--- config.mk ---
export PLATFORM = sky130hd
export DESIGN_NAME = expression_token_scanner_unit_flat
export DESIGN_NICKNAME = d
export VERILOG_FILES = /design/src/hdl/etsu_pkg.sv /design/src/hdl/etsu_if.sv /design/src/hdl/expression_token_scanner_unit.sv /design/src/hdl/etsu_front.sv /design/src/hdl/etsu_queue.sv /design/src/hdl/etsu_back.sv /design/src/flat_wrapper.sv
export SDC_FILE = /design/constraint.sdc
export NUM_CORES = 1
export LEC_CHECK = 0
export ABC_AREA = 0
export BUFFER_PORTS_ARGS = -buffer_cell sky130_fd_sc_hd__buf_2
export CAP_MARGIN = 20
export CORE_MARGIN = 8
export CORE_UTILIZATION = 50
export CTS_BUF_LIST = sky130_fd_sc_hd__clkbuf_16
export DETAILED_ROUTE_END_ITERATION = 8
export MAX_ROUTING_LAYER = met4
export PLACE_DENSITY = 0.67
export RECOVER_POWER = 100
export SLEW_MARGIN = 20
export SYNTH_ARGS = -nofsm -noshare
export SYNTH_HDL_FRONTEND = slang
export SYNTH_SLANG_ARGS = --single-unit
--- constraint.sdc ---
create_clock -name clock -period 5.8 [get_ports clock]
set_input_delay 0 -clock clock [delete_from_list [all_inputs] [get_ports clock]]
set_output_delay 0 -clock clock [all_outputs]
set_load 0.005 [all_outputs]
--- src/hdl/etsu_pkg.sv ---
// ----------------------------------------------------------------------------
// etsu_pkg
// Shared types, codes and character helpers for the expression token scanner.
// ----------------------------------------------------------------------------
package etsu_pkg;

   localparam int POS_BITS    = 16;   // width of the running character offset
   localparam int FIELD_BITS  = 16;
   localparam int KIND_BITS   = 4;
   localparam int QUEUE_DEPTH = 4;    // power of two, at least 2
   localparam int QPTR_BITS   = $clog2(QUEUE_DEPTH);
   localparam int QCNT_BITS   = $clog2(QUEUE_DEPTH + 1);

   localparam logic REQ_CHAR = 1'b0;
   localparam logic REQ_END  = 1'b1;

   localparam logic [FIELD_BITS-1:0] FIELD_MAX = {FIELD_BITS{1'b1}};

   localparam logic [7:0] CH_DOT   = 8'h2E;
   localparam logic [7:0] CH_UNDER = 8'h5F;
   localparam logic [7:0] CH_EQ    = 8'h3D;
   localparam logic [7:0] CH_BANG  = 8'h21;
   localparam logic [7:0] CH_GT    = 8'h3E;
   localparam logic [7:0] CH_LT    = 8'h3C;
   localparam logic [7:0] CH_LPAR  = 8'h28;
   localparam logic [7:0] CH_RPAR  = 8'h29;
   localparam logic [7:0] CH_SPACE = 8'h20;
   localparam logic [7:0] CH_TAB   = 8'h09;
   localparam logic [7:0] CH_CR    = 8'h0D;
   localparam logic [7:0] CH_0     = 8'h30;
   localparam logic [7:0] CH_9     = 8'h39;
   localparam logic [7:0] CH_UA    = 8'h41;
   localparam logic [7:0] CH_UZ    = 8'h5A;
   localparam logic [7:0] CH_LA    = 8'h61;
   localparam logic [7:0] CH_LZ    = 8'h7A;
   localparam logic [7:0] CH_UN    = 8'h4E;
   localparam logic [7:0] CH_UD    = 8'h44;
   localparam logic [7:0] CH_UO    = 8'h4F;
   localparam logic [7:0] CH_UR    = 8'h52;
   localparam logic [7:0] CASE_GAP = 8'h20;

   typedef enum logic [KIND_BITS-1:0] {
      KIND_NUM    = 4'd0,
      KIND_IDENT  = 4'd1,
      KIND_AND    = 4'd2,
      KIND_OR     = 4'd3,
      KIND_GT     = 4'd4,
      KIND_GTE    = 4'd5,
      KIND_LT     = 4'd6,
      KIND_LTE    = 4'd7,
      KIND_EQ     = 4'd8,
      KIND_NEQ    = 4'd9,
      KIND_LPAREN = 4'd10,
      KIND_RPAREN = 4'd11,
      KIND_EOF    = 4'd12
   } kind_type;

   typedef enum logic [2:0] {
      MODE_IDLE  = 3'd0,
      MODE_NUM   = 3'd1,
      MODE_IDENT = 3'd2,
      MODE_GT    = 3'd3,
      MODE_LT    = 3'd4,
      MODE_EQ    = 3'd5,
      MODE_BANG  = 3'd6
   } mode_type;

   typedef enum logic [2:0] {
      KW_EMPTY = 3'd0,
      KW_A     = 3'd1,
      KW_AN    = 3'd2,
      KW_AND   = 3'd3,
      KW_O     = 3'd4,
      KW_OR    = 3'd5,
      KW_NONE  = 3'd6
   } kw_type;

   typedef struct packed {
      kind_type              kind;
      logic [FIELD_BITS-1:0] start;
      logic [FIELD_BITS-1:0] length;
      logic                  last;
   } token_type;

   // up to two tokens per item, packed to the front
   typedef struct packed {
      logic [1:0] count;
      token_type  slot0;
      token_type  slot1;
   } push_type;

   function automatic logic is_digit(input logic [7:0] c);
      return (c >= CH_0) && (c <= CH_9);
   endfunction

   function automatic logic is_letter(input logic [7:0] c);
      return ((c >= CH_UA) && (c <= CH_UZ)) || ((c >= CH_LA) && (c <= CH_LZ));
   endfunction

   function automatic logic is_space(input logic [7:0] c);
      return (c == CH_SPACE) || ((c >= CH_TAB) && (c <= CH_CR));
   endfunction

   function automatic kw_type kw_next(input kw_type kw, input logic [7:0] c);
      logic [7:0] u;
      kw_type     nxt;
      u   = ((c >= CH_LA) && (c <= CH_LZ)) ? c - CASE_GAP : c;
      nxt = KW_NONE;
      unique case (kw)
         KW_EMPTY: begin
            if (u == CH_UA) nxt = KW_A;
            else if (u == CH_UO) nxt = KW_O;
         end
         KW_A:  if (u == CH_UN) nxt = KW_AN;
         KW_AN: if (u == CH_UD) nxt = KW_AND;
         KW_O:  if (u == CH_UR) nxt = KW_OR;
         default: nxt = KW_NONE;
      endcase
      return nxt;
   endfunction

endpackage

--- src/hdl/etsu_if.sv ---
// ----------------------------------------------------------------------------
// etsu_req_if / etsu_rsp_if
// Valid/ready channels for characters in and tokens out.
// ----------------------------------------------------------------------------
interface etsu_req_if;
   import etsu_pkg::*;

   logic       valid;
   logic       ready;
   logic       req_type;
   logic [7:0] char_code;

   modport source (output valid, output req_type, output char_code, input ready);
   modport sink   (input valid, input req_type, input char_code, output ready);
endinterface

interface etsu_rsp_if;
   import etsu_pkg::*;

   logic                  valid;
   logic                  ready;
   logic [KIND_BITS-1:0]  token_kind;
   logic [FIELD_BITS-1:0] token_start;
   logic [FIELD_BITS-1:0] token_length;
   logic                  last_of_run;

   modport source (output valid, output token_kind, output token_start,
                   output token_length, output last_of_run, input ready);
   modport sink   (input valid, input token_kind, input token_start,
                   input token_length, input last_of_run, output ready);
endinterface

--- src/hdl/expression_token_scanner_unit.sv ---
// Path: a token is written into the token queue, then moved to the output register.
// Throughput: one item per cycle while the queue has room; the output
// register drains one token per cycle while rsp is ready, so a two-token item
// uses rsp twice, and req stalls when the four-entry queue lacks room for two more.
// Reset: synchronous, active high; clears the scan state, offset, queue and
// output valid. No clearing pass.
// ----------------------------------------------------------------------------
// expression_token_scanner_unit
// Lexer for comparison expressions: characters in, (kind, start, length) out.
// ----------------------------------------------------------------------------
module expression_token_scanner_unit (
   input  logic      clock,
   input  logic      reset,
   etsu_req_if.sink  req,
   etsu_rsp_if.source rsp
);
   import etsu_pkg::*;

   push_type  push;
   token_type head;
   logic      not_empty;
   logic      space_ok;
   logic      pop;

   etsu_front u_front (
      .clock    (clock),
      .reset    (reset),
      .req      (req),
      .space_ok (space_ok),
      .push     (push)
   );

   etsu_queue u_queue (
      .clock     (clock),
      .reset     (reset),
      .push      (push),
      .pop       (pop),
      .head      (head),
      .not_empty (not_empty),
      .space_ok  (space_ok)
   );

   etsu_back u_back (
      .clock     (clock),
      .reset     (reset),
      .head      (head),
      .not_empty (not_empty),
      .pop       (pop),
      .rsp       (rsp)
   );

`ifndef SYNTHESIS
   // an end item always queues eof as its final token
   a_end_gives_eof: assert property (@(posedge clock) disable iff (reset)
      (req.valid && req.ready && (req.req_type == REQ_END)) |->
         (((push.count == 2'd1) && (push.slot0.kind == KIND_EOF)) ||
          ((push.count == 2'd2) && (push.slot1.kind == KIND_EOF))))
      else $error("end item did not queue eof");

   // exactly the final queued token of an item carries last
   a_last_marks_final: assert property (@(posedge clock) disable iff (reset)
      (push.count != 2'd0) |->
         (((push.count == 2'd1) && push.slot0.last) ||
          ((push.count == 2'd2) && !push.slot0.last && push.slot1.last)))
      else $error("last flag misplaced in queued tokens");

   a_eof_shape: assert property (@(posedge clock) disable iff (reset)
      (rsp.valid && (rsp.token_kind == KIND_EOF)) |->
         ((rsp.token_length == '0) && rsp.last_of_run))
      else $error("eof token with length or without last");

   // nothing is queued while the front reports no room
   a_no_push_when_full: assert property (@(posedge clock) disable iff (reset)
      !space_ok |-> (push.count == 2'd0))
      else $error("token queue overflow");
`endif

endmodule

--- src/hdl/etsu_front.sv ---
// ----------------------------------------------------------------------------
// etsu_front
// Accepts characters, runs the scan state machine and produces up to two
// tokens per item for the token queue.
// ----------------------------------------------------------------------------
module etsu_front (
   input  logic              clock,
   input  logic              reset,
   etsu_req_if.sink          req,
   input  logic              space_ok,
   output etsu_pkg::push_type push
);
   import etsu_pkg::*;

   mode_type                mode_ff, mode_in;
   logic [FIELD_BITS-1:0]   pend_start_ff, pend_start_in;
   logic [FIELD_BITS-1:0]   pend_len_ff, pend_len_in;
   kw_type                  kw_ff, kw_in;
   logic [POS_BITS-1:0]     pos_ff, pos_in;

   logic                    accept;
   logic [7:0]              c;
   logic [32:0]             pos_wide;
   logic [FIELD_BITS-1:0]   pos16;
   logic                    cont;
   logic                    pair;
   mode_type                fresh_mode;
   logic                    flush_valid;
   token_type               flush_tok;
   logic                    tail_valid;
   token_type               tail_tok;

   assign req.ready = space_ok;
   assign accept    = req.valid && space_ok;
   assign c         = req.char_code;

   assign pos_wide = 33'(pos_ff);
   assign pos16    = (pos_wide > 33'(FIELD_MAX)) ? FIELD_MAX : pos_wide[FIELD_BITS-1:0];

   // number or identifier keeps growing
   assign cont = ((mode_ff == MODE_NUM) && (is_digit(c) || (c == CH_DOT))) ||
                 ((mode_ff == MODE_IDENT) &&
                  (is_letter(c) || is_digit(c) || (c == CH_UNDER)));
   assign pair = ((mode_ff == MODE_GT) || (mode_ff == MODE_LT) ||
                  (mode_ff == MODE_EQ) || (mode_ff == MODE_BANG)) && (c == CH_EQ);

   always_comb begin
      fresh_mode = MODE_IDLE;
      if (is_digit(c)) fresh_mode = MODE_NUM;
      else if (is_letter(c)) fresh_mode = MODE_IDENT;
      else if (c == CH_GT) fresh_mode = MODE_GT;
      else if (c == CH_LT) fresh_mode = MODE_LT;
      else if (c == CH_EQ) fresh_mode = MODE_EQ;
      else if (c == CH_BANG) fresh_mode = MODE_BANG;
   end

   // next state
   always_comb begin
      mode_in       = mode_ff;
      pend_start_in = pend_start_ff;
      pend_len_in   = pend_len_ff;
      kw_in         = kw_ff;
      pos_in        = pos_ff;
      if (accept) begin
         if (req.req_type == REQ_END) begin
            mode_in       = MODE_IDLE;
            pend_start_in = '0;
            pend_len_in   = '0;
            kw_in         = KW_EMPTY;
            pos_in        = '0;
         end else begin
            if (cont) begin
               if (pend_len_ff != FIELD_MAX) pend_len_in = pend_len_ff + FIELD_BITS'(1);
               if (mode_ff == MODE_IDENT) kw_in = kw_next(kw_ff, c);
            end else if (pair) begin
               mode_in = MODE_IDLE;
            end else if ((mode_ff != MODE_IDLE) || !is_space(c)) begin
               mode_in       = fresh_mode;
               pend_start_in = pos16;
               pend_len_in   = FIELD_BITS'(1);
               if (is_letter(c)) kw_in = kw_next(KW_EMPTY, c);
            end
            if (pos_ff != {POS_BITS{1'b1}}) pos_in = pos_ff + POS_BITS'(1);
         end
      end
   end

   // token outputs
   always_comb begin
      flush_valid      = 1'b0;
      flush_tok.kind   = KIND_NUM;
      flush_tok.start  = pend_start_ff;
      flush_tok.length = FIELD_BITS'(1);
      flush_tok.last   = 1'b0;
      unique case (mode_ff)
         MODE_NUM: begin
            flush_valid      = 1'b1;
            flush_tok.length = pend_len_ff;
         end
         MODE_IDENT: begin
            flush_valid      = 1'b1;
            flush_tok.length = pend_len_ff;
            flush_tok.kind   = (kw_ff == KW_AND) ? KIND_AND :
                               ((kw_ff == KW_OR) ? KIND_OR : KIND_IDENT);
         end
         MODE_GT: begin
            flush_valid    = 1'b1;
            flush_tok.kind = KIND_GT;
         end
         MODE_LT: begin
            flush_valid    = 1'b1;
            flush_tok.kind = KIND_LT;
         end
         default: flush_valid = 1'b0;
      endcase

      tail_valid      = 1'b0;
      tail_tok.kind   = KIND_EOF;
      tail_tok.start  = pos16;
      tail_tok.length = '0;
      tail_tok.last   = 1'b0;

      if (req.req_type == REQ_END) begin
         tail_valid = 1'b1;
      end else if (cont) begin
         flush_valid = 1'b0;
      end else if (pair) begin
         // the pair replaces the flush token
         tail_valid      = 1'b1;
         flush_valid     = 1'b0;
         tail_tok.start  = pend_start_ff;
         tail_tok.length = FIELD_BITS'(2);
         unique case (mode_ff)
            MODE_GT: tail_tok.kind = KIND_GTE;
            MODE_LT: tail_tok.kind = KIND_LTE;
            MODE_EQ: tail_tok.kind = KIND_EQ;
            default: tail_tok.kind = KIND_NEQ;
         endcase
      end else begin
         tail_valid      = (c == CH_LPAR) || (c == CH_RPAR);
         tail_tok.length = FIELD_BITS'(1);
         tail_tok.kind   = (c == CH_LPAR) ? KIND_LPAREN : KIND_RPAREN;
      end

      push.slot0 = flush_tok;
      push.slot1 = tail_tok;
      if (!accept) begin
         push.count = 2'd0;
      end else if (flush_valid && tail_valid) begin
         push.count      = 2'd2;
         push.slot1.last = 1'b1;
      end else if (flush_valid) begin
         push.count      = 2'd1;
         push.slot0.last = 1'b1;
      end else if (tail_valid) begin
         push.count      = 2'd1;
         push.slot0      = tail_tok;
         push.slot0.last = 1'b1;
      end else begin
         push.count = 2'd0;
      end
   end

   always_ff @(posedge clock) begin
      if (reset) begin
         mode_ff       <= MODE_IDLE;
         pend_start_ff <= '0;
         pend_len_ff   <= '0;
         kw_ff         <= KW_EMPTY;
         pos_ff        <= '0;
      end else begin
         mode_ff       <= mode_in;
         pend_start_ff <= pend_start_in;
         pend_len_ff   <= pend_len_in;
         kw_ff         <= kw_in;
         pos_ff        <= pos_in;
      end
   end

endmodule

--- src/hdl/etsu_queue.sv ---
// ----------------------------------------------------------------------------
// etsu_queue
// Small token queue: two writes and one read per cycle.
// ----------------------------------------------------------------------------
module etsu_queue (
   input  logic               clock,
   input  logic               reset,
   input  etsu_pkg::push_type push,
   input  logic               pop,
   output etsu_pkg::token_type head,
   output logic               not_empty,
   output logic               space_ok
);
   import etsu_pkg::*;

   token_type              entries_ff [QUEUE_DEPTH];
   logic [QPTR_BITS-1:0]   wr_ptr_ff, wr_ptr_in;
   logic [QPTR_BITS-1:0]   rd_ptr_ff, rd_ptr_in;
   logic [QCNT_BITS-1:0]   count_ff, count_in;
   logic [QPTR_BITS-1:0]   wr_ptr_next;

   assign wr_ptr_next = wr_ptr_ff + QPTR_BITS'(1);
   assign head        = entries_ff[rd_ptr_ff];
   assign not_empty   = (count_ff != '0);
   // room for a full two-token item
   assign space_ok    = (count_ff <= QCNT_BITS'(QUEUE_DEPTH - 2));

   assign wr_ptr_in = wr_ptr_ff + QPTR_BITS'(push.count);
   assign rd_ptr_in = rd_ptr_ff + QPTR_BITS'(pop);
   assign count_in  = count_ff + QCNT_BITS'(push.count) - QCNT_BITS'(pop);

   always_ff @(posedge clock) begin
      if (push.count != 2'd0) entries_ff[wr_ptr_ff] <= push.slot0;
      if (push.count == 2'd2) entries_ff[wr_ptr_next] <= push.slot1;
   end

   always_ff @(posedge clock) begin
      if (reset) begin
         wr_ptr_ff <= '0;
         rd_ptr_ff <= '0;
         count_ff  <= '0;
      end else begin
         wr_ptr_ff <= wr_ptr_in;
         rd_ptr_ff <= rd_ptr_in;
         count_ff  <= count_in;
      end
   end

endmodule

--- src/hdl/etsu_back.sv ---
// ----------------------------------------------------------------------------
// etsu_back
// Output register: takes one token a cycle from the queue when it is empty or
// being read, and holds it on the response channel until it is taken.
// ----------------------------------------------------------------------------
module etsu_back (
   input  logic                clock,
   input  logic                reset,
   input  etsu_pkg::token_type head,
   input  logic                not_empty,
   output logic                pop,
   etsu_rsp_if.source          rsp
);
   import etsu_pkg::*;

   logic      valid_ff, valid_in;
   token_type tok_ff, tok_in;

   assign pop      = not_empty && (!valid_ff || rsp.ready);
   assign valid_in = pop ? 1'b1 : (valid_ff && !rsp.ready);
   assign tok_in   = pop ? head : tok_ff;

   assign rsp.valid        = valid_ff;
   assign rsp.token_kind   = tok_ff.kind;
   assign rsp.token_start  = tok_ff.start;
   assign rsp.token_length = tok_ff.length;
   assign rsp.last_of_run  = tok_ff.last;

   always_ff @(posedge clock) begin
      if (reset) begin
         valid_ff <= 1'b0;
      end else begin
         valid_ff <= valid_in;
      end
   end

   always_ff @(posedge clock) begin
      tok_ff <= tok_in;
   end

endmodule

--- src/flat_wrapper.sv ---
// flat-port wrapper written by rule: the top's interface ports become plain ports
module expression_token_scanner_unit_flat import etsu_pkg::*;
  (clock, reset, req_valid, req_req_type, req_char_code, req_ready, rsp_valid, rsp_token_kind, rsp_token_start, rsp_token_length, rsp_last_of_run, rsp_ready);
  etsu_req_if req_i ();
  etsu_rsp_if rsp_i ();
  input  logic clock;
  input  logic reset;
  input wire logic [$bits(req_i.valid)-1:0] req_valid;
  input wire logic [$bits(req_i.req_type)-1:0] req_req_type;
  input wire logic [$bits(req_i.char_code)-1:0] req_char_code;
  output wire logic [$bits(req_i.ready)-1:0] req_ready;
  output wire logic [$bits(rsp_i.valid)-1:0] rsp_valid;
  output wire logic [$bits(rsp_i.token_kind)-1:0] rsp_token_kind;
  output wire logic [$bits(rsp_i.token_start)-1:0] rsp_token_start;
  output wire logic [$bits(rsp_i.token_length)-1:0] rsp_token_length;
  output wire logic [$bits(rsp_i.last_of_run)-1:0] rsp_last_of_run;
  input wire logic [$bits(rsp_i.ready)-1:0] rsp_ready;
  assign req_i.valid = req_valid;
  assign req_i.req_type = req_req_type;
  assign req_i.char_code = req_char_code;
  assign req_ready = req_i.ready;
  assign rsp_valid = rsp_i.valid;
  assign rsp_token_kind = rsp_i.token_kind;
  assign rsp_token_start = rsp_i.token_start;
  assign rsp_token_length = rsp_i.token_length;
  assign rsp_last_of_run = rsp_i.last_of_run;
  assign rsp_i.ready = rsp_ready;
  expression_token_scanner_unit u_core (.clock(clock), .reset(reset), .req(req_i), .rsp(rsp_i));
endmodule
* Yosys cells after proc, flatten, opt, wreduce, memory -nomap -nowiden
Memories as Yosys holds them, arrays and structs flattened. A register that Yosys moved wholly into a read port is not among the register bits.
Index checks and enable logic that the tools add are counted.
** Word-level totals
- Register bits :: 62
- RAM bits :: 148
- Bits of input ports :: 13
- Output and inout port bits :: 39
- Logic and storage cells :: 172
- Memories :: 1
** Memories
- u_core.u_queue.entries_ff :: words 4, bits a word 37, read ports 1, clocked after Yosys merged registers in 1, wr ports 2, line etsu_queue.sv:16 : token_type entries_ff [QUEUE_DEPTH];
** Operators by class
- Add/subtract/negate cells :: 8
- $lt $le $gt $ge :: 10
- Eq/ne operators :: 33
- Mux-type cells :: 69
- Reductions and logical operators :: 42
** Operators with widths (number)
- 2-to-1 mux 16 bit :: 14
- 2-to-1 mux 37 bit :: 3
- 2-to-1 mux 36 bit :: 3
- == test 8 x 6 -> 1 bit, second input constant :: 8
- 2-to-1 mux 3 bit :: 19
- == test 8 x 7 -> 1 bit, second input constant :: 6
- adder 16 x 1 -> 16 bit, second input constant :: 2
- != test 16 bit, second input constant :: 2
- 2-to-1 mux 1 bit :: 18
- greater-or-equal comparator 8 x 7 -> 1 bit, second input constant :: 2
- greater-than comparator 16 bit, second input constant :: 1
- <= comparator 8 x 7 -> 1 bit, second input constant :: 2
- == test 3 bit, second input constant :: 5
- nonzero test 3 bit :: 5
- 2-to-1 mux 2 bit :: 7
- == test 3 x 2 -> 1 bit, second input constant :: 4
- logical OR 1 bit :: 12
- case mux 3 bit (4 select lines) :: 1
- case mux 4 bit (3 select lines) :: 1
- logical AND 1 bit :: 11
- case mux 3 bit (3 select lines) :: 1
- greater-or-equal comparator 8 x 4 -> 1 bit, second input constant :: 1
- greater-or-equal comparator 8 x 6 -> 1 bit, second input constant :: 1
- <= comparator 8 x 4 -> 1 bit, second input constant :: 1
- other kinds (24) :: 32

* Longest topological paths before layout
Gate-level depths: netlist of the first run.
- Depth after elaboration :: 16
- Gate-level depth with buffers :: 17

* Modules after synthesis
Synthesis of the first run repeated with hierarchy kept, for this count alone.
** Second synthesis, totals
- Cell total of the unflattened synthesis :: 1024
- Area, all modules :: 13437.9 um^2
** By module, submodules not included
- etsu_queue :: instances 1, cells an instance 401, area each 7802.5 um^2
- etsu_front :: instances 1, cells an instance 581, area each 4469.3 um^2
- etsu_back :: instances 1, cells an instance 42, area each 1166.1 um^2

* Worst setup path before layout of the first run
Ideal clock, no wire load.
- Path kind :: input to register
- Start :: input port req_char_code[6]
- End :: memory u_core.u_queue.entries_ff[1][0] (netlist name), enable pin
- Arrival :: 3820 ps
- Required time :: 5422 ps
- Path slack :: 1602 ps
- Stages on the path :: 14
- Path buffers :: 4
- Cells stage by stage :: buf_2 > or4b_1 > buf_2 > nor2_1 > a211oi_1 > a311oi_4 > buf_6 > nor2_1 > ha_1 > o21ai_0 > nor3_1 > nor2_1 > clkbuf_1 > inv_1
** RTL lines
- start: declaration :: line flat_wrapper.sv:10 : input wire logic [$bits(req_i.char_code)-1:0] req_char_code;
- end: declaration :: line etsu_queue.sv:16

==> flow_metrics.py, run 1 <==
metrics = {
    "outcome": {
        "violations": "capacitance limit, slew limit",
        "status": "complete, but fails checks",
    },
    "floorplanning": {
        "rows": 56,
        "core_mm2": 0.0232,
        "start_util_pct": 50.3,
        "io_pins": 52,
        "fp.dieH_um": 169,
        "chipWidth_um": 169,
        "dieArea_mm2": 0.0285,
    },
    "global_routing": {
        "grt_overflow": 0,
        "grt_first_pass_wirelength_um": 45500,
        "grt_pass1_vias": 8145,
        "grt_max_degree": 58,
        "antenna_found_initial": 0,
        "grt_usage_pct": 20.4,
    },
    "logic_synthesis": {
        "synth_edf_count": 129,
        "syn_area_mm2": 0.0117,
        "synthCells": 984,
        "synth_top_cell_by_area": "edfxtp_1",
        "ys_seq_area_share_pct": 53.5,
        "synth_flop_cell": "edfxtp_1",
        "synth.area.top_cells": "edfxtp_1 33%, dfxtp_1 20%, mux4_2 7.1%",
        "async_reset_ff_share_pct": 0,
        "synth_top_cell_area_share_pct": 33.2,
        "yosys_warnings": 0,
        "ys_ff_latch": 247,
        "synth.avg_cell_area_um2": 11.8,
        "synth.distinct_cells": 80,
        "synth_nets": 1007,
    },
    "setup_path": {
        "crit_fanout": 19,
        "r2r_cells": 11,
        "cp.required_ns": 6.18,
        "startpoint": "u_core.u_front.mode_ff[2]",
        "r2r_slack_ns": 1.12,
        "crit_end": "u_core.u_queue.entries_ff[1][20]",
        "cp.arrival_ns": 5.06,
        "reg2reg_to": "u_core.u_queue.entries_ff[1][20]",
        "cp-start-kind": "flop",
        "end_kind": "flop",
        "critPathKind": "reg2reg",
        "r2r-start": "u_core.u_front.mode_ff[2]",
    },
    "drt": {
        "drc": 0,
        "via_per_inst": 6.34,
        "ant_nets": 0,
        "num_vias": 8410,
        "drtIter0Drc": 780,
        "wl_per_cell_um": 21.2,
        "totalWireLength_um": 28100,
        "firstDrtPassIters": 5,
    },
    "layout": {
        "fill_cells": 1979,
        "drive_gt1_share_pct": 13.9,
        "final_cell_mix": "129 x edfxtp_1, 116 x dfxtp_1, 73 x a32o_1, 67 x nand2_1, 63 x nor2_1",
        "mostFrequentLayoutCell": "edfxtp_1",
        "final_nets": 1012,
        "syn_to_final_growth_pct": 9.59,
        "diodes": 0,
    },
    "timing": {
        "post-route-min-period_ns": 4.68,
        "rsz0062_at_grt": "false",
        "fin_tns_setup_ns": 0,
        "slew_violations": 80,
        "fin_crit_sh_pct": 80.7,
        "fin_skew_ns": 0.0104,
        "worst_slew_pin_slew_ns": 3.28,
        "hold_violations": 0,
        "timing.slew.headroom_pct": -119,
        "finalSetupViolCount": 0,
        "clock.fmax_mhz": 214,
    },
    "placed_design": {
        "port_buffers": 51,
        "gp_congestion": 0.899,
        "hpwl_um": 17700,
    },
    "run": {
        "maxCapViolCount": 2,
    },
    "clock_network": {
        "htreeDepth": 1,
        "cts_root_buf": "clkbuf_16",
        "clkTransAtPathRegs_ns": 0.06,
        "cts_setup_buffers": 0,
        "cts_resized": 0,
        "clockBufferDepth": 3,
        "cts_buffers": 26,
        "tritoncts": "built",
        "clk_latency_ns": 0.52,
        "cts_sinks": 247,
    },
    "pwr": {
        "p_int_mw": 3.37,
        "seq_power_share_pct": 47.2,
        "p_switching_mw": 1.33,
        "power.total_mw": 4.70,
        "power_frac_comb_pct": 19.4,
        "p_leak_nw": 4.19,
        "p_sw_share_pct": 28.3,
        "clkPwrFrac_pct": 33.4,
        "ir_drop_v": 0.000271,
        "power.density_mw_per_mm2": 368,
    },
    "worst_hold_path": {
        "hold_path_class": "in2reg",
        "whs_path_depth": 2,
    },
}
power by group through the flow:
| stage | registers (mW) | logic [mW] | clock network [mW] |
|---|---|---|---|
| CTS | 2.21 | 0.951 | 1.60 |
| detailed placement | 2.24 | 0.944 | 0 |
| floorplan | 2.21 | 0.634 | 0 |
| global placement | 2.24 | 0.928 | 0 |
| finish | 2.22 | 0.913 | 1.57 |
| global route | 2.25 | 1.00 | 1.67 |
synthesized netlist by cell type, types with 10 or more instances:
master and number:
a21oi_1 54, a22o_1 51, a32o_1 73, buf_2 14, clkbuf_1 57, dfxtp_1 118, edfxtp_1 129, inv_1 24
mux4_2 37, nand2_1 67, nand3_1 23, nand3b_1 17, nor2_1 65, nor3_1 17, o21ai_0 17, o22ai_1 17
or3_1 14, xnor2_1 14, xor2_1 10
per-layer routing:
layer	GRT usage, %	routed length, µm
met3	3.35	2440
met1	27.9	12400
met2	31.3	12800
met4	5.05	523
met5	-	0
through the flow:
| stage | std cells | setup slack [ns] | util [%] | hold slack, ns | area [µm²] |
|---|---|---|---|---|---|
| after floorplan | 984 | 1.60 | - | 0.178 | 11700 |
| after global placement | 1279 | 1.84 | 51.8 | 0.311 | 12000 |
| after detailed placement | 1279 | 1.68 | 51.8 | 0.323 | 12000 |
| after global routing | 1327 | 0.719 | 55.1 | 0.0571 | 12800 |
| after CTS | 1327 | 1.69 | 55.4 | 0.0265 | 12800 |
| final | 1327 | 1.12 | 55.1 | 0.0415 | 12800 |
repair_timing:
action                                  CTS  global route
hold buffers                              1             0
endpoints found under the setup margin    0             0
hold endpoints to repair                  1             0
cells by family (layout without fill, tap and decap cells):
group	Yosys count	after routing	share of synthesized area, %
compound gates	278	278	19.4
simple gates	270	270	12.1
flops	247	247	53.5
buf+inv	115	139	4.71
mux	40	40	7.41
xor+xnor	24	24	1.80
fa+ha+maj	10	10	1.14
registers in the layout (all words and copies together), names as in the netlist:
| register | count |
|---|---|
| u_core.u_front.kw_ff | 3 |
| u_core.u_front.pend_start_ff | 16 |
| u_core.u_front.pend_len_ff | 16 |
| u_core.u_back.rsp.token_start | 16 |
| u_core.u_queue.wr_ptr_ff | 2 |
| u_core.u_back.rsp.last_of_run | 1 |
| u_core.u_queue.count_ff | 3 |
| u_core.u_front.pos_ff | 16 |
| u_core.u_front.mode_ff | 3 |
| u_core.u_queue.rd_ptr_ff | 2 |
| u_core.u_back.rsp.token_kind | 4 |
| u_core.u_queue.entries_ff | 148 |
| u_core.u_back.rsp.valid | 1 |
| u_core.u_back.rsp.token_length | 16 |
final cells by class:
type                       instances  area, µm²  share of cell area [%]
sequential                       247       6240                    48.8
multi-input combinational        622       4910                    38.4
clock buffer                      28        701                    5.48
tap                              319        399                    3.12
timing repair buffer              68        330                    2.59
clock inverter                    19        113                   0.881
inverter                          24       90.1                   0.705
worst max-delay path, stage by stage (launching register included):
cell,delay [ns]
dfxtp_1,0.67
nor3_1,0.13
a211oi_1,0.50
a311oi_4,0.15
nor2_1,0.25
ha_1,0.38
o21ai_0,0.24
nor3_2,0.16
clkbuf_1,0.87
o211ai_1,0.37
a21oi_4,0.58
a22o_1,0.22
how the worst min path moves through the flow:
stage                                 endpoint      start
floorplan              u_core.u_back.rsp.valid  rsp_ready
global placement       u_core.u_back.rsp.valid  rsp_ready
detailed placement     u_core.u_back.rsp.valid  rsp_ready
CTS                 u_core.u_queue.count_ff[2]      reset
global route        u_core.u_queue.count_ff[2]      reset
finish              u_core.u_queue.count_ff[2]      reset
Note: power is estimated with default switching activity, not from simulation.
==> run 2: changes to the inputs <==
PLACE_DENSITY = 0.69   (was 0.67)
clock period = 4.1 ns   (was 5.8 ns; I/O delays follow)
==> run 2 against run 1 <==
The run still ends with capacitance limit, slew limit left. Flip-flop and latch count unchanged. Global-route usage decreased by 0.25 points. Via count down 0.32%. Setup slack lost 0.84 ns. Critical path type unchanged. Largest cell class unchanged.
==> flow_metrics.py, run 2 (synthesized netlist as in run 1, its figures left out) <==
metrics = {
    "pwr": {
        "p_int_mw": 4.79,
        "p_leak_nw": 4.23,
        "power.density_mw_per_mm2": 519,
        "p_switching_mw": 1.87,
        "clkPwrFrac_pct": 33.4,
        "ir_drop_v": 0.000307,
        "p_sw_share_pct": 28.1,
        "power_frac_comb_pct": 19.0,
        "seq_power_share_pct": 47.7,
    },
    "setup_path": {
        "slowest_stage": "dfxtp_1",
        "critPathKind": "reg2reg",
        "end_kind": "flop",
        "cp.required_ns": 4.28,
        "cp.arrival_ns": 4.00,
        "crit_fanout": 23,
        "startpoint": "u_core.u_front.mode_ff[0]",
        "slowest_delay_ns": 0.55,
        "reg2reg_to": "u_core.u_queue.entries_ff[0][23]",
        "r2r_slack_ns": 0.28,
        "cp-start-kind": "flop",
        "r2r_cells": 13,
        "path_cells": "inv_1 > nor3_1 > a211oi_1 > a311oi_4 > nor2_1 > ha_1 > inv_1 > nand3_1 > nor2_1 > nor2_1 > buf_4 > inv_1 > buf_4",
        "r2r-start": "u_core.u_front.mode_ff[0]",
    },
    "timing": {
        "finalSetupViolCount": 0,
        "fin_ws_ns": 0.282,
        "timing.slew.headroom_pct": -36.5,
        "clock.fmax_mhz": 262,
        "slew_violations": 82,
        "fin_skew_ns": 0.00690,
        "rsz0062_at_grt": "false",
        "fin_tns_setup_ns": 0,
        "fin_crit_sh_pct": 93.1,
        "hold_violations": 0,
        "post-route-min-period_ns": 3.82,
        "worst_slew_pin_slew_ns": 2.04,
    },
    "clock_network": {
        "clk_latency_ns": 0.52,
        "cts_buffers": 26,
        "htreeDepth": 1,
        "cts_root_buf": "clkbuf_16",
        "clkTransAtPathRegs_ns": 0.06,
        "tritoncts": "built",
        "cts_setup_buffers": 0,
        "clockBufferDepth": 3,
        "cts_sinks": 247,
    },
    "floorplanning": {
        "io_pins": 52,
        "chipWidth_um": 169,
        "rows": 56,
        "start_util_pct": 50.3,
        "dieArea_mm2": 0.0285,
        "fp.dieH_um": 169,
        "core_mm2": 0.0232,
    },
    "placed_design": {
        "pre_cts_slack_ns": 0.282,
        "gp_congestion": 0.924,
        "place_area_mm2": 0.0121,
        "port_buffers": 51,
        "hpwl_um": 18000,
    },
    "global_routing": {
        "grt_pass1_vias": 7837,
        "antenna_found_initial": 0,
        "grt_first_pass_wirelength_um": 44900,
        "grt_max_degree": 58,
        "grt_usage_pct": 20.1,
        "grt_overflow": 0,
    },
    "layout": {
        "final_cell_mix": "129 x edfxtp_1, 117 x dfxtp_1, 73 x a32o_1, 66 x nand2_1, 64 x nor2_1",
        "drive_gt1_share_pct": 14.2,
        "largest_reg_flops": 148,
        "finalInstanceArea_mm2": 0.0128,
        "fill_cells": 1905,
        "final_nets": 1019,
        "syn_to_final_growth_pct": 10.1,
        "mostFrequentLayoutCell": "edfxtp_1",
        "top_register": "u_core.u_queue.entries_ff",
        "diodes": 0,
    },
    "drt": {
        "wl_per_cell_um": 21.1,
        "drtIter0Drc": 914,
        "num_vias": 8383,
        "totalWireLength_um": 28200,
        "firstDrtPassIters": 6,
        "ant_nets": 0,
        "drc": 0,
        "via_per_inst": 6.28,
    },
    "worst_hold_path": {
        "hp-start": "reset",
        "hold_path_class": "in2reg",
        "whs_path_depth": 2,
        "min_to": "u_core.u_queue.wr_ptr_ff[0]",
    },
    "outcome": {
        "violations": "capacitance limit, slew limit",
        "status": "complete, but fails checks",
    },
    "run": {
        "maxCapViolCount": 3,
    },
}
## run 2: changes by cell type in the layout (fill, tap and decap cells not counted), sizes merged
cell	change
buf	+4
clkbuf	+2
clkinv	-2
inv	+2
bufinv	+1
## run 2: layer usage
layer,GRT usage [%],up-vias,wire length (µm)
met5,-,-,0
met4,4.93,0,558
met3,2.80,54,2290
met2,30.5,352,12900
met1,28.3,4097,12500
li1,-,3880,-
## run 2: worst max-delay path by stage
stage and end:
2_1_floorplan u_core.u_queue.entries_ff[2][0], 3_3_place_gp u_core.u_queue.entries_ff[2][24], 3_5_place_dp u_core.u_queue.entries_ff[2][27], 4_1_cts u_core.u_queue.entries_ff[0][27], 5_1_grt u_core.u_queue.entries_ff[0][23], 6_report u_core.u_queue.entries_ff[0][23]
## run 2: metrics by stage
step	util [%]	cells	total power [mW]	hold slack (ns)
6_report	55.3	1334	6.67	0.0406
5_1_grt	55.3	1334	6.97	0.0720
4_1_cts	55.6	1334	6.74	0.0252
3_5_place_dp	52.0	1286	4.53	0.320
3_3_place_gp	52.0	1286	4.51	0.309
2_1_floorplan	-	984	4.03	0.178
## run 2: area by class of cell
type | instances | area, µm² | share of cell area, %
clock buffers | 27 | 676 | 5.27
clock inverters | 20 | 135 | 1.05
inverters | 24 | 90.1 | 0.702
multi-input cells | 622 | 4900 | 38.2
flip-flops and latches | 247 | 6240 | 48.6
well taps | 319 | 399 | 3.11
repair buffers | 75 | 389 | 3.03
## run 2: power by group through the flow
stage          Sequential, mW  Clock, mW  Combinational (mW)
6_report                 3.18       2.22                1.27
5_1_grt                  3.22       2.36                1.39
4_1_cts                  3.17       2.25                1.32
3_5_place_dp             3.22          0                1.31
3_3_place_gp             3.21          0                1.30
2_1_floorplan            3.13          0               0.898
## run 2: worst max-delay path: cells and delay by family (launching register included)
family	cells	cell delay, ns
AO/OA/AOI/OAI	2	0.51
adder cells (fa/ha/maj)	1	0.39
buffers and inverters	5	0.96
flip-flops	1	0.55
AND/OR/NAND/NOR	5	1.05
## run 2: what timing repair did
| action | 4_1_cts | 5_1_grt |
|---|---|---|
| hold endpoints to repair | 1 | 0 |
| setup endpoints to repair | 0 | 13 |
| hold buffers | 1 | 0 |
| gates resized for setup | 0 | 2 |
==> run 3: changes to the inputs <==
CORE_ASPECT_RATIO = 1.1   (was not set)
==> run 3 against run 2 <==
The run still ends with capacitance limit, slew limit left. Clock power shrank 7%. Sequential share of layout area grew 0.16 points. Count of clock-buffer cells in the layout shrank 1. Setup slack gained 0.052 ns. Register-to-register slack gained 0.05 ns. First-iteration DRC count shrank 13%. Fmax grew 1.4%. Flip-flop and latch count is the same. Critical path type unchanged. Largest power group unchanged.
==> flow_metrics.py, run 3 (synthesized netlist as in run 1, its figures left out) <==
metrics = {
    "setup_path": {
        "cp_top_family": "simple AND/OR/NAND/NOR gates",
        "slowest_stage": "dfxtp_1",
        "critPathKind": "reg2reg",
        "crit_fanout": 23,
        "timing.critical_path.mode_cell": "nor2_1",
        "critPathBufInv": 3,
        "cp.arrival_ns": 3.94,
        "path_cells": "nor3_1 > a211oi_1 > a311oi_4 > nor2_1 > ha_1 > nor2_1 > nor3_1 > clkbuf_2 > nor2_1 > inv_1 > buf_4",
        "cp-start-kind": "flop",
        "end_kind": "flop",
        "cp.required_ns": 4.27,
        "slowest_delay_ns": 0.55,
    },
    "run": {
        "maxCapViolCount": 3,
    },
    "clock_network": {
        "cts_sinks": 247,
        "htreeDepth": 1,
        "tritoncts": "built",
        "cts_buffers": 25,
        "cts_root_buf": "clkbuf_16",
        "clkTransAtPathRegs_ns": 0.06,
        "clockBufferDepth": 3,
        "clk_latency_ns": 0.52,
    },
    "drt": {
        "firstDrtPassIters": 5,
        "ant_nets": 0,
        "via_per_inst": 6.38,
        "num_vias": 8406,
        "totalWireLength_um": 27700,
        "drtIter0Drc": 799,
        "drc": 0,
        "wl_per_cell_um": 21.0,
    },
    "timing": {
        "post-route-min-period_ns": 3.77,
        "fin_tns_setup_ns": 0,
        "clock.fmax_mhz": 266,
        "worst_slew_pin_slew_ns": 1.75,
        "slew_violations": 68,
        "fin_skew_ns": 0.0133,
        "timing.slew.headroom_pct": -16.6,
        "fin_ws_ns": 0.334,
        "hold_violations": 0,
        "finalSetupViolCount": 0,
        "fin_crit_sh_pct": 91.8,
        "rsz0062_at_grt": "false",
    },
    "pwr": {
        "p_leak_nw": 4.22,
        "power.density_mw_per_mm2": 507,
        "ir_drop_v": 0.000250,
    },
    "global_routing": {
        "grt_overflow": 0,
        "grt_usage_pct": 19.8,
        "grt_first_pass_wirelength_um": 44700,
        "grt_pass1_vias": 8099,
        "antenna_found_initial": 0,
        "grt_max_degree": 58,
    },
    "floorplanning": {
        "dieArea_mm2": 0.0285,
        "rows": 58,
        "fp.dieH_um": 176,
        "start_util_pct": 51.0,
        "io_pins": 52,
        "chipWidth_um": 162,
        "core_mm2": 0.0229,
    },
    "layout": {
        "largest_reg_flops": 148,
        "top_register": "u_core.u_queue.entries_ff",
        "fill_cells": 1937,
        "register_area_mm2": 0.00624,
        "syn_to_final_growth_pct": 9.69,
        "final_nets": 1022,
        "mostFrequentLayoutCell": "edfxtp_1",
        "diodes": 0,
        "final_cell_mix": "129 x edfxtp_1, 117 x dfxtp_1, 73 x a32o_1, 67 x nand2_1, 64 x nor2_1",
        "multiInputGateArea_mm2": 0.00492,
        "drive_gt1_share_pct": 14.1,
    },
    "outcome": {
        "status": "complete, but fails checks",
        "violations": "capacitance limit, slew limit",
    },
    "worst_hold_path": {
        "hold_path_class": "in2reg",
    },
    "placed_design": {
        "port_buffers": 51,
        "hpwl_um": 18000,
        "gp_congestion": 0.941,
        "pre_cts_slack_ns": 0.268,
    },
}
==> run 3: cell count changes in the layout (fill, tap and decap cells not counted), sizes merged <==
cell / before / now
clkbuf: 60 / 64
bufinv: 2 / 0
clkinv: 9 / 11
buf: 41 / 40
==> run 3: per-layer routing <==
layer / GRT usage, % / share of wire, %
met4: 4.36 / 1.2
met5: - / 0
met3: 2.94 / 7.8
met2: 30.7 / 46
met1: 27.1 / 45
==> run 3: worst register-to-register path, cell delays in order (launching register included) <==
cell and delay (ns):
dfxtp_1 0.55, nor3_1 0.13, a211oi_1 0.51, a311oi_4 0.16, nor2_1 0.27, ha_1 0.39
nor2_1 0.15, nor3_1 0.27, clkbuf_2 0.47, nor2_1 0.13, inv_1 0.07, buf_4 0.33
==> run 3: power breakdown <==
part,leakage (nW),switching [mW],internal [mW]
clock network,0.398,0.922,1.15
registers,2.15,0.219,2.97
logic,1.66,0.733,0.494
==> run 3: worst paths after layout <==
check / cells after the start / slack, ns / from / endpoint
worst max-delay path: 11 / 0.33 / u_core.u_front.mode_ff[1] / u_core.u_queue.entries_ff[2][36]
worst min-delay path: 4 / 0.004 / req_req_type / u_core.u_front.pend_len_ff[0]
worst max register to register: 11 / 0.33 / u_core.u_front.mode_ff[1] / u_core.u_queue.entries_ff[2][36]
worst min register to register: 1 / 0.46 / u_core.u_queue.entries_ff[3][6] / u_core.u_queue.entries_ff[3][6]
==> run 3: layout make-up <==
type | count | area share [%]
clock buffer | 26 | 5.09
clock inverter | 20 | 0.792
inverter | 24 | 0.704
multi-input combinational | 622 | 38.5
sequential | 247 | 48.8
tap | 300 | 2.94
timing repair buffer | 79 | 3.24
==> run 3: per-stage QoR <==
stage               hold WS, ns  std cells  area (µm²)  total power, mW  util, %
CTS                     0.00815       1317       12800             6.59     56.1
floorplan                 0.178        984       11700             4.03        -
global placement          0.312       1270       12100             4.50     52.8
global route             0.0507       1318       12800             6.78     55.9
detailed placement        0.327       1270       12100             4.53     52.8
finish                  0.00351       1318       12800             6.49     55.9
==> run 3: repair_timing <==
item                                    CTS  global route
hold buffers                              1             0
setup buffers                             0             1
gates resized for setup                   0             4
endpoints found under the hold margin     1             0
endpoints found under the setup margin    0            57
